$ cat src/hw/rtl/rat_norm_pkg.sv
// shared constants, command codes and control/status structs for the
// rational arithmetic normaliser; no dependencies
package rat_norm_pkg;

    // operand field width (magnitudes of a two's complement field fit in it)
    localparam int OPERAND_BITS = 16;
    localparam int MAG_W        = OPERAND_BITS;
    localparam int PROD_W       = 2 * OPERAND_BITS;
    localparam int RAW_W        = PROD_W + 1;
    localparam int CNT_W        = $clog2(RAW_W);

    localparam int NUM_W        = 32;
    localparam int DEN_W        = 30;
    localparam int IN_DATA_W    = ((4 * OPERAND_BITS + 7) / 8) * 8;
    localparam int OUT_DATA_W   = ((NUM_W + DEN_W + 7) / 8) * 8;
    localparam int OUT_PAD_W    = OUT_DATA_W - NUM_W - DEN_W;
    localparam int LIM_W        = RAW_W + 32;

    localparam logic [LIM_W-1:0] NUM_LIMIT = LIM_W'(32'h7FFF_FFFF);
    localparam logic [LIM_W-1:0] DEN_LIMIT = LIM_W'(32'h3FFF_FFFF);

    // command codes; anything above normalise behaves as normalise
    localparam logic [2:0] CMD_ADD  = 3'd0;
    localparam logic [2:0] CMD_SUB  = 3'd1;
    localparam logic [2:0] CMD_MUL  = 3'd2;
    localparam logic [2:0] CMD_DIV  = 3'd3;
    localparam logic [2:0] CMD_NORM = 3'd4;

    // which cross product the shared multiplier forms
    typedef enum logic [1:0] {
        MSEL_P1 = 2'd0,
        MSEL_P2 = 2'd1,
        MSEL_P3 = 2'd2
    } mul_sel_t;

    typedef struct packed {
        logic     load;
        logic     mul_en;
        mul_sel_t mul_sel;
        logic     combine;
        logic     gcd_step;
        logic     div_init;
        logic     div_step;
        logic     out_load;
    } dp_cmd_t;

    typedef struct packed {
        logic op_error;
        logic sum_zero;
        logic gcd_done;
    } dp_status_t;

endpackage

$ cat src/hw/rtl/rat_norm_dp.sv
// datapath of the rational normaliser: operand registers, shared multiplier,
// binary gcd unit, twin restoring divider and result register; uses rat_norm_pkg
module rat_norm_dp
    import rat_norm_pkg::*;
(
    input  logic                 clk,
    input  dp_cmd_t              cmd,
    input  logic [2:0]           in_command,
    input  logic [IN_DATA_W-1:0] in_data,
    output dp_status_t           status,
    output logic [NUM_W-1:0]     res_num,
    output logic [DEN_W-1:0]     res_den,
    output logic                 res_err
);

    function automatic logic [MAG_W-1:0] mag_of(input logic [MAG_W-1:0] raw);
        mag_of = raw[MAG_W-1] ? (~raw + MAG_W'(1)) : raw;
    endfunction

    logic [MAG_W-1:0]  an_raw, ad_raw, bn_raw, bd_raw;
    logic [MAG_W-1:0]  an_mag, ad_mag, bn_mag, bd_mag;
    logic              pair_cmd, err_in;

    logic [MAG_W-1:0]  an_reg, ad_reg, bn_reg, bd_reg;
    logic              sa_reg, sb_reg, err_reg;
    logic [2:0]        op_reg;
    logic [PROD_W-1:0] p1_reg, p2_reg, p3_reg;
    logic [RAW_W-1:0]  num_reg, den_reg, u_reg, v_reg, rn_reg, rd_reg;
    logic              neg_reg;
    logic [NUM_W-1:0]  res_num_reg;
    logic [DEN_W-1:0]  res_den_reg;
    logic              res_err_reg;

    logic [MAG_W-1:0]  mx, my;
    logic [PROD_W-1:0] prod;
    logic [RAW_W-1:0]  sum, e1, e2;
    logic              sum_neg, s2;

    logic [RAW_W:0]    tn, td, gx;
    logic              qn, qd;
    logic              over, bad;
    logic [NUM_W-1:0]  mag32;

    // operand fields, lowest first
    assign an_raw = in_data[MAG_W-1:0];
    assign ad_raw = in_data[2*MAG_W-1:MAG_W];
    assign bn_raw = in_data[3*MAG_W-1:2*MAG_W];
    assign bd_raw = in_data[4*MAG_W-1:3*MAG_W];
    assign an_mag = mag_of(an_raw);
    assign ad_mag = mag_of(ad_raw);
    assign bn_mag = mag_of(bn_raw);
    assign bd_mag = mag_of(bd_raw);

    assign pair_cmd = (in_command == CMD_ADD) || (in_command == CMD_SUB) ||
                      (in_command == CMD_MUL) || (in_command == CMD_DIV);
    assign err_in   = (ad_mag == '0) || (pair_cmd && (bd_mag == '0)) ||
                      ((in_command == CMD_DIV) && (bn_mag == '0));

    // multiplier operand selection
    always_comb
    begin
        mx = '0;
        my = '0;
        unique case (cmd.mul_sel)
            MSEL_P1:
            begin
                mx = an_reg;
                if (op_reg == CMD_ADD || op_reg == CMD_SUB || op_reg == CMD_DIV)
                    my = bd_reg;
                else if (op_reg == CMD_MUL)
                    my = bn_reg;
                else
                    my = MAG_W'(1);
            end
            MSEL_P2:
            begin
                mx = (op_reg == CMD_ADD || op_reg == CMD_SUB) ? ad_reg : '0;
                my = bn_reg;
            end
            MSEL_P3:
            begin
                mx = ad_reg;
                if (op_reg == CMD_ADD || op_reg == CMD_SUB || op_reg == CMD_MUL)
                    my = bd_reg;
                else if (op_reg == CMD_DIV)
                    my = bn_reg;
                else
                    my = MAG_W'(1);
            end
            default:
            begin
                mx = '0;
                my = '0;
            end
        endcase
    end

    assign prod = PROD_W'(mx) * PROD_W'(my);

    // signed combination of the two numerator products
    assign e1 = RAW_W'(p1_reg);
    assign e2 = RAW_W'(p2_reg);
    assign s2 = sb_reg ^ (op_reg == CMD_SUB);

    always_comb
    begin
        if (op_reg == CMD_ADD || op_reg == CMD_SUB)
        begin
            priority if (sa_reg == s2)
            begin
                sum     = e1 + e2;
                sum_neg = sa_reg;
            end
            else if (e1 >= e2)
            begin
                sum     = e1 - e2;
                sum_neg = sa_reg;
            end
            else
            begin
                sum     = e2 - e1;
                sum_neg = s2;
            end
        end
        else
        begin
            sum     = e1;
            sum_neg = (op_reg == CMD_MUL || op_reg == CMD_DIV) ? (sa_reg ^ sb_reg) : sa_reg;
        end
    end

    // divider trial subtractions, both quotients share the divisor
    assign gx = {1'b0, u_reg};
    assign tn = {rn_reg, num_reg[RAW_W-1]};
    assign td = {rd_reg, den_reg[RAW_W-1]};
    assign qn = (tn >= gx);
    assign qd = (td >= gx);

    assign over  = (LIM_W'(num_reg) > NUM_LIMIT) || (LIM_W'(den_reg) > DEN_LIMIT);
    assign bad   = err_reg || over;
    assign mag32 = NUM_W'(num_reg);

    always_ff @(posedge clk)
    begin
        if (cmd.load)
        begin
            an_reg  <= an_mag;
            ad_reg  <= ad_mag;
            bn_reg  <= bn_mag;
            bd_reg  <= bd_mag;
            sa_reg  <= an_raw[MAG_W-1] ^ ad_raw[MAG_W-1];
            sb_reg  <= bn_raw[MAG_W-1] ^ bd_raw[MAG_W-1];
            op_reg  <= in_command;
            err_reg <= err_in;
        end

        if (cmd.mul_en)
        begin
            unique case (cmd.mul_sel)
                MSEL_P1: p1_reg <= prod;
                MSEL_P2: p2_reg <= prod;
                MSEL_P3: p3_reg <= prod;
                default: p1_reg <= p1_reg;
            endcase
        end

        if (cmd.combine)
        begin
            num_reg <= sum;
            den_reg <= (sum == '0) ? RAW_W'(1) : RAW_W'(p3_reg);
            neg_reg <= (sum == '0) ? 1'b0 : sum_neg;
            u_reg   <= sum;
            v_reg   <= RAW_W'(p3_reg);
        end

        // binary gcd, one step a cycle; common twos leave num and den at once
        if (cmd.gcd_step)
        begin
            priority if (!u_reg[0] && !v_reg[0])
            begin
                u_reg   <= u_reg >> 1;
                v_reg   <= v_reg >> 1;
                num_reg <= num_reg >> 1;
                den_reg <= den_reg >> 1;
            end
            else if (!u_reg[0])
                u_reg <= u_reg >> 1;
            else if (!v_reg[0])
                v_reg <= v_reg >> 1;
            else if (u_reg >= v_reg)
                u_reg <= (u_reg - v_reg) >> 1;
            else
                v_reg <= (v_reg - u_reg) >> 1;
        end

        if (cmd.div_init)
        begin
            u_reg  <= u_reg | v_reg;
            rn_reg <= '0;
            rd_reg <= '0;
        end

        if (cmd.div_step)
        begin
            rn_reg  <= qn ? RAW_W'(tn - gx) : tn[RAW_W-1:0];
            rd_reg  <= qd ? RAW_W'(td - gx) : td[RAW_W-1:0];
            num_reg <= {num_reg[RAW_W-2:0], qn};
            den_reg <= {den_reg[RAW_W-2:0], qd};
        end

        if (cmd.out_load)
        begin
            res_num_reg <= bad ? '0 : (neg_reg ? (NUM_W'(0) - mag32) : mag32);
            res_den_reg <= bad ? DEN_W'(1) : DEN_W'(den_reg);
            res_err_reg <= bad;
        end
    end

    assign status.op_error = err_reg;
    assign status.sum_zero = (sum == '0);
    assign status.gcd_done = (u_reg == '0) || (v_reg == '0);

    assign res_num = res_num_reg;
    assign res_den = res_den_reg;
    assign res_err = res_err_reg;

endmodule

$ cat src/hw/rtl/rat_norm_ctrl.sv
// controller of the rational normaliser: sequencing state machine, divider
// step counter and output valid flag; uses rat_norm_pkg
module rat_norm_ctrl
    import rat_norm_pkg::*;
(
    input  logic       clk,
    input  logic       rst_n,
    input  logic       s_tvalid,
    output logic       s_tready,
    output logic       m_tvalid,
    input  logic       m_tready,
    input  dp_status_t status,
    output dp_cmd_t    cmd
);

    typedef enum logic [7:0] {
        S_IDLE = 8'b0000_0001,
        S_MUL0 = 8'b0000_0010,
        S_MUL1 = 8'b0000_0100,
        S_MUL2 = 8'b0000_1000,
        S_COMB = 8'b0001_0000,
        S_GCD  = 8'b0010_0000,
        S_DIV  = 8'b0100_0000,
        S_FIN  = 8'b1000_0000
    } state_t;

    localparam logic [CNT_W-1:0] DIV_LAST = CNT_W'(RAW_W - 1);

    state_t           state_reg, state_next;
    logic [CNT_W-1:0] cnt_reg, cnt_next;
    logic             valid_reg, valid_next;

    always_comb
    begin
        cmd        = '0;
        state_next = state_reg;
        cnt_next   = cnt_reg;
        unique case (state_reg)
            S_IDLE:
            begin
                if (s_tvalid)
                begin
                    cmd.load   = 1'b1;
                    state_next = S_MUL0;
                end
            end
            S_MUL0:
            begin
                if (status.op_error)
                    state_next = S_FIN;
                else
                begin
                    cmd.mul_en  = 1'b1;
                    cmd.mul_sel = MSEL_P1;
                    state_next  = S_MUL1;
                end
            end
            S_MUL1:
            begin
                cmd.mul_en  = 1'b1;
                cmd.mul_sel = MSEL_P2;
                state_next  = S_MUL2;
            end
            S_MUL2:
            begin
                cmd.mul_en  = 1'b1;
                cmd.mul_sel = MSEL_P3;
                state_next  = S_COMB;
            end
            S_COMB:
            begin
                cmd.combine = 1'b1;
                state_next  = status.sum_zero ? S_FIN : S_GCD;
            end
            S_GCD:
            begin
                if (status.gcd_done)
                begin
                    cmd.div_init = 1'b1;
                    cnt_next     = '0;
                    state_next   = S_DIV;
                end
                else
                    cmd.gcd_step = 1'b1;
            end
            S_DIV:
            begin
                cmd.div_step = 1'b1;
                if (cnt_reg == DIV_LAST)
                begin
                    cnt_next   = '0;
                    state_next = S_FIN;
                end
                else
                    cnt_next = cnt_reg + CNT_W'(1);
            end
            S_FIN:
            begin
                if (!valid_reg || m_tready)
                begin
                    cmd.out_load = 1'b1;
                    state_next   = S_IDLE;
                end
            end
            default:
                state_next = S_IDLE;
        endcase
    end

    always_comb
    begin
        priority if (cmd.out_load)
            valid_next = 1'b1;
        else if (m_tready)
            valid_next = 1'b0;
        else
            valid_next = valid_reg;
    end

    always_ff @(posedge clk or negedge rst_n)
    begin
        if (!rst_n)
        begin
            state_reg <= S_IDLE;
            cnt_reg   <= '0;
            valid_reg <= 1'b0;
        end
        else
        begin
            state_reg <= state_next;
            cnt_reg   <= cnt_next;
            valid_reg <= valid_next;
        end
    end

    assign s_tready = (state_reg == S_IDLE);
    assign m_tvalid = valid_reg;

    // the step counter only runs while dividing
    a_cnt_in_div: assert property (@(posedge clk) disable iff (!rst_n)
        (cnt_reg != '0) |-> (state_reg == S_DIV))
        else $error("divider counter running outside divide state");

    // an accepted word always starts the multiply sequence
    a_accept_starts: assert property (@(posedge clk) disable iff (!rst_n)
        (s_tvalid && s_tready) |=> (state_reg == S_MUL0))
        else $error("accepted word did not start processing");

    // a finished result never overwrites one still waiting
    a_no_overwrite: assert property (@(posedge clk) disable iff (!rst_n)
        (state_reg == S_FIN && valid_reg && !m_tready) |=> (state_reg == S_FIN))
        else $error("result register loaded while occupied");

endmodule

$ cat src/hw/rtl/rational_arith_normalize.sv
// top level of the rational arithmetic unit with gcd reduction
// joins rat_norm_ctrl and rat_norm_dp; uses rat_norm_pkg
//
// Takes a word holding two fractions a and b and a command (add, subtract,
// multiply, divide, or normalise a alone; unused codes normalise a) and
// returns one word with the result in lowest terms: sign on the numerator,
// denominator positive, zero as 0/1. A zero operand denominator, division
// by a zero fraction, or a reduced result too wide for the output fields
// raises zero_denominator_error and gives 0/1. One word is in flight at a
// time: after it is loaded, the single shared multiplier forms the three
// cross products, these are combined, a data dependent number of binary
// gcd steps runs, the gcd is handed to the restoring divider that forms
// both quotients side by side, and the result goes into the output
// register. Operand errors and zero numerators skip the gcd and divider.
// The output register lets the next word be accepted while a result
// still waits to be taken.
module rational_arith_normalize
    import rat_norm_pkg::*;
(
    input  logic                  clk,
    input  logic                  rst_n,
    input  logic                  s_tvalid,
    output logic                  s_tready,
    // a_numerator, a_denominator, b_numerator, b_denominator
    input  logic [IN_DATA_W-1:0]  s_tdata,
    // command
    input  logic [2:0]            s_tuser,
    output logic                  m_tvalid,
    input  logic                  m_tready,
    // result_numerator, result_denominator, zero padding
    output logic [OUT_DATA_W-1:0] m_tdata,
    // zero_denominator_error
    output logic                  m_tuser
);

    dp_cmd_t          cmd;
    dp_status_t       status;
    logic [NUM_W-1:0] res_num;
    logic [DEN_W-1:0] res_den;
    logic             res_err;

    // sequencing
    rat_norm_ctrl u_ctrl
    (
        .clk      (clk),
        .rst_n    (rst_n),
        .s_tvalid (s_tvalid),
        .s_tready (s_tready),
        .m_tvalid (m_tvalid),
        .m_tready (m_tready),
        .status   (status),
        .cmd      (cmd)
    );

    // arithmetic and result register
    rat_norm_dp u_dp
    (
        .clk        (clk),
        .cmd        (cmd),
        .in_command (s_tuser),
        .in_data    (s_tdata),
        .status     (status),
        .res_num    (res_num),
        .res_den    (res_den),
        .res_err    (res_err)
    );

    assign m_tdata = {OUT_PAD_W'(1'b0), res_den, res_num};
    assign m_tuser = res_err;

    // an error result is always 0/1
    a_err_zero_one: assert property (@(posedge clk) disable iff (!rst_n)
        (m_tvalid && m_tuser) |-> (res_num == '0 && res_den == DEN_W'(1)))
        else $error("error word not 0/1");

    // a valid result never has a zero denominator, and zero is written 0/1
    a_den_form: assert property (@(posedge clk) disable iff (!rst_n)
        (m_tvalid && (res_num == '0)) |-> (res_den == DEN_W'(1)))
        else $error("zero result with denominator other than one");

    a_den_nonzero: assert property (@(posedge clk) disable iff (!rst_n)
        m_tvalid |-> (res_den != '0))
        else $error("result with zero denominator");

endmodule
$ cat config.mk
export PLATFORM = sky130hd
export DESIGN_NAME = rational_arith_normalize
export DESIGN_NICKNAME = d
export VERILOG_FILES = /design/src/hw/rtl/rat_norm_pkg.sv /design/src/hw/rtl/rat_norm_dp.sv /design/src/hw/rtl/rat_norm_ctrl.sv /design/src/hw/rtl/rational_arith_normalize.sv
export SDC_FILE = /design/constraint.sdc
export NUM_CORES = 2
export LEC_CHECK = 0
export BUFFER_PORTS_ARGS = -buffer_cell sky130_fd_sc_hd__clkbuf_2
export CORE_ASPECT_RATIO = 1.5
export CORE_UTILIZATION = 39
export CTS_BUF_LIST = sky130_fd_sc_hd__clkbuf_16
export CTS_CLUSTER_SIZE = 20
export DETAILED_ROUTE_END_ITERATION = 7
export PLACE_DENSITY = 0.55
export SLEW_MARGIN = 25
export SYNTH_ARGS = -nofsm -noshare
export SYNTH_HDL_FRONTEND = slang
export SYNTH_SLANG_ARGS = --single-unit
$ cat constraint.sdc
create_clock -name clk -period 10.6 [get_ports clk]
set_input_delay 1.06 -clock clk [delete_from_list [all_inputs] [get_ports clk]]
set_output_delay 1.06 -clock clk [all_outputs]
set_load 0.1 [all_outputs]
==> metrics.md <==
| Metric | Value |
|---|---|
| Htree depth | 2 |
| RSZ-0062 raised after global routing | no |
| Clk root buf | clkbuf_16 |
| Critical-path top delay cell | o311ai_0 |
| Post-synth design cell area | 42,200 µm² |
| Die ar. | 110,000 µm² |
| CP Max Fanout | 26 |
| Initial antenna violation count | 2 |
| Setup TNS | 0 ns |
| Skew-Pair Late Insertion Delay | 0.67 ns |
| Hpwl dp | 130 mm |
| Setup CP Type | reg2reg |
| Cts hold-fix bufs | 0 |
| Fin. Hold Viols | 0 |
| Multi-input logic area | 27,600 µm² |
| Most instantiated library cell after synthesis | nor2_1 |
| Placed cells | 6,298 |
| Ys async rst share | 3.39% |
| Final WS setup | 1.19 ns |
| Gr ovfl total | 0 |
| Total track usage | 29.8% |
| Die X | 271 µm |
| Clk slew on worst S/H paths | 0.06 ns |
| Port-buffer cells | 135 |
| Final worst path period share | 88.8% |
| Routability Congestion | 1.02 |
| Worst R2R Path Depth | 30 |
| Vias in the first global route | 38,900 |
| CTS tree | done |
| Area Growth Syn to Fin | 9.51% |
| Count of cell types in the netlist | 112 |
| DRT Pass-1 Iters | 6 |
| Top cells by area, synth | edfxtp_1 (21%), ha_1 (11%), fa_1 (9.5%) |
| Clock skew | 0.0264 ns |
| CP Data Required Time | 11.04 ns |
| Largest area contributor in the netlist | edfxtp_1 |
| Fin nets | 5,585 |
| Post-synthesis sequential element count | 443 |
| Row count | 147 |
| Layout cells sized above 1 | 7.61% |
| PostCTS Resize Cnt | 0 |
| Vias per cell | 5.92 |
| Fin cells | 6,399 |
| Worst setup SP type | flip-flop |
| Mean area per synthesized cell | 8.59 µm² |
| Routed Wire Length | 166 mm |
| Initial Utilization | 39.4% |
| Worst slack, placed | 1.15 ns |
| Core Region | 107,000 µm² |
| Chip height | 405 µm |
| Routed vias | 37,900 |
| Post-synth top area share | 21.0% |
| Crit. Startpoint | u_ctrl.state_reg[2] |
| Fin util | 43.1% |
| Prevailing post-synth register cell | edfxtp_1 |
| Mapped Cells | 4,913 |
| Worst slew pin tran | 1.22 ns |
| Commonest cells in the netlist | nor2_1 (499), inv_1 (471), nand2_1 (471) |
| End point of the critical path | u_dp.p2_reg[31] |
| WL/cell | 25.9 µm |
| Max_cap viols | 0 |
| Fillers | 10,900 |
| Max-slew headroom | 18.0% |
| Post-synth EDFFs | 296 |
| Most common cell on crit path | fa_1 |
| Clock sink count | 443 |
| CTS Buf Count | 52 |
| Status | finished, final reports clean |
| Setup slack, reg-to-reg | 1.19 ns |
| Max Clk Rate | 106 MHz |
| Sequential cell area | 11,900 µm² |
| CP arrival | 9.86 ns |
| Seq/Total Area, Yosys | 28.2% |
| Crit end category | flip-flop |
| Slew Limit Fails | 0 |
| Min Clock Period, post-route | 9.41 ns |
| Worst r2r dst | u_dp.p2_reg[31] |
| Endpoints failing setup | 0 |
| CTS max path bufs | 3 |
| Final ANT Viol Nets | 0 |
| Initial DRC count | 2,766 |
| Slowest stage delay, CP | 0.70 ns |
| Largest net degree at the start of global routing | 78 |
| Reg2Reg Launch Point | u_ctrl.state_reg[2] |
| Syn. warnings | 0 |
| IO Pins | 138 |
| DR DRC count | 0 |
| First-pass GRT wire length | 244 mm |
| Kind of path behind the tightest hold check | in2async |
| Setup bufs post-CTS | 0 |
[per-stage QoR]
step | instance area [µm²] | hold WS, ns
6_report | 46200 | 0.323
2_1_floorplan | 42200 | 0.452
3_3_place_gp | 44300 | 0.497
4_1_cts | 46200 | 0.321
3_5_place_dp | 44400 | 0.504
5_1_grt | 46200 | 0.348
[placed cells by master, fill, tap and decap left out, types with 49 or more instances in the layout]
master     synthesis  final
a21oi_1          400    398
o21ai_0          210    210
and2_1            51     51
nand2_1          471    471
xor2_1            83     82
dfxtp_1          132    132
nor2_1           499    492
nand4_1           49     49
edfxtp_1         296    296
a21o_1            59     59
inv_1            471    475
clkbuf_16          0     54
clkbuf_2           1    135
fa_1             201    201
buf_4              7     79
nand2b_1          50     50
xnor2_1          170    169
a211oi_1          65     64
ha_1             374    374
nor4_1            56     54
nand3_1           62     62
mux2i_1           87     87
nor3_1            93     93
[worst max-delay path: cells and delay by family (launching register included)]
| family | cells | cell delay (ns) |
|---|---|---|
| AO/OA/AOI/OAI | 6 | 2.36 |
| XOR/XNOR | 2 | 0.43 |
| adder cells (fa/ha/maj) | 7 | 3.31 |
| buffers and inverters | 6 | 0.53 |
| flip-flops | 1 | 0.43 |
| AND/OR/NAND/NOR | 9 | 2.13 |
[worst min path at each step]
stage	cells past startpoint	from	end	slack [ns]
detailed placement	2	u_dp.den_reg[31]	u_dp.den_reg[32]	0.50
global route	1	rst_n	u_ctrl.state_reg[3]	0.35
CTS	1	rst_n	u_ctrl.state_reg[3]	0.32
floorplan	1	u_dp.err_reg	u_ctrl.state_reg[2]	0.45
finish	1	rst_n	u_ctrl.cnt_reg[4]	0.32
global placement	2	u_dp.den_reg[31]	u_dp.den_reg[32]	0.50
[logic make-up after synthesis]
logic type                 after synthesis  synth area share (%)
AOI/OAI and AO/OA                     1300                  20.2
other                                    1               0.00888
buffers and inverters                  720                  6.64
DFF                                    443                  28.2
xor gates and xnor gates               253                  5.25
muxes                                   90                  2.15
and+or+nand+nor                       1531                  16.9
adders and majority gates              575                  20.6
[cell type report]
cell class                      count  share of cell area, %
Inverter                          474                   3.85
Clock inverter                     44                   1.06
Antenna cell                        1                0.00541
Clock buffer                       54                   2.92
Timing Repair Buffer              217                   2.79
Tap cell                         1415                   3.83
Multi-Input combinational cell   3751                   59.8
Sequential cell                   443                   25.8
[metal layers]
| metal | up-vias | part of all wire [%] | track usage (%) |
|---|---|---|---|
| met2 | 1371 | 52 | 55.7 |
| met4 | 2 | 9.8 | 25.3 |
| li1 | 17400 | - | - |
| met1 | 18500 | 34 | 28.7 |
| met3 | 586 | 4.8 | 4.20 |
| met5 | - | 0.0085 | 0 |
Power is left out: the tool's default activity adds up to more than one toggle a clock period on the data nets, which glitch-free logic cannot reach.
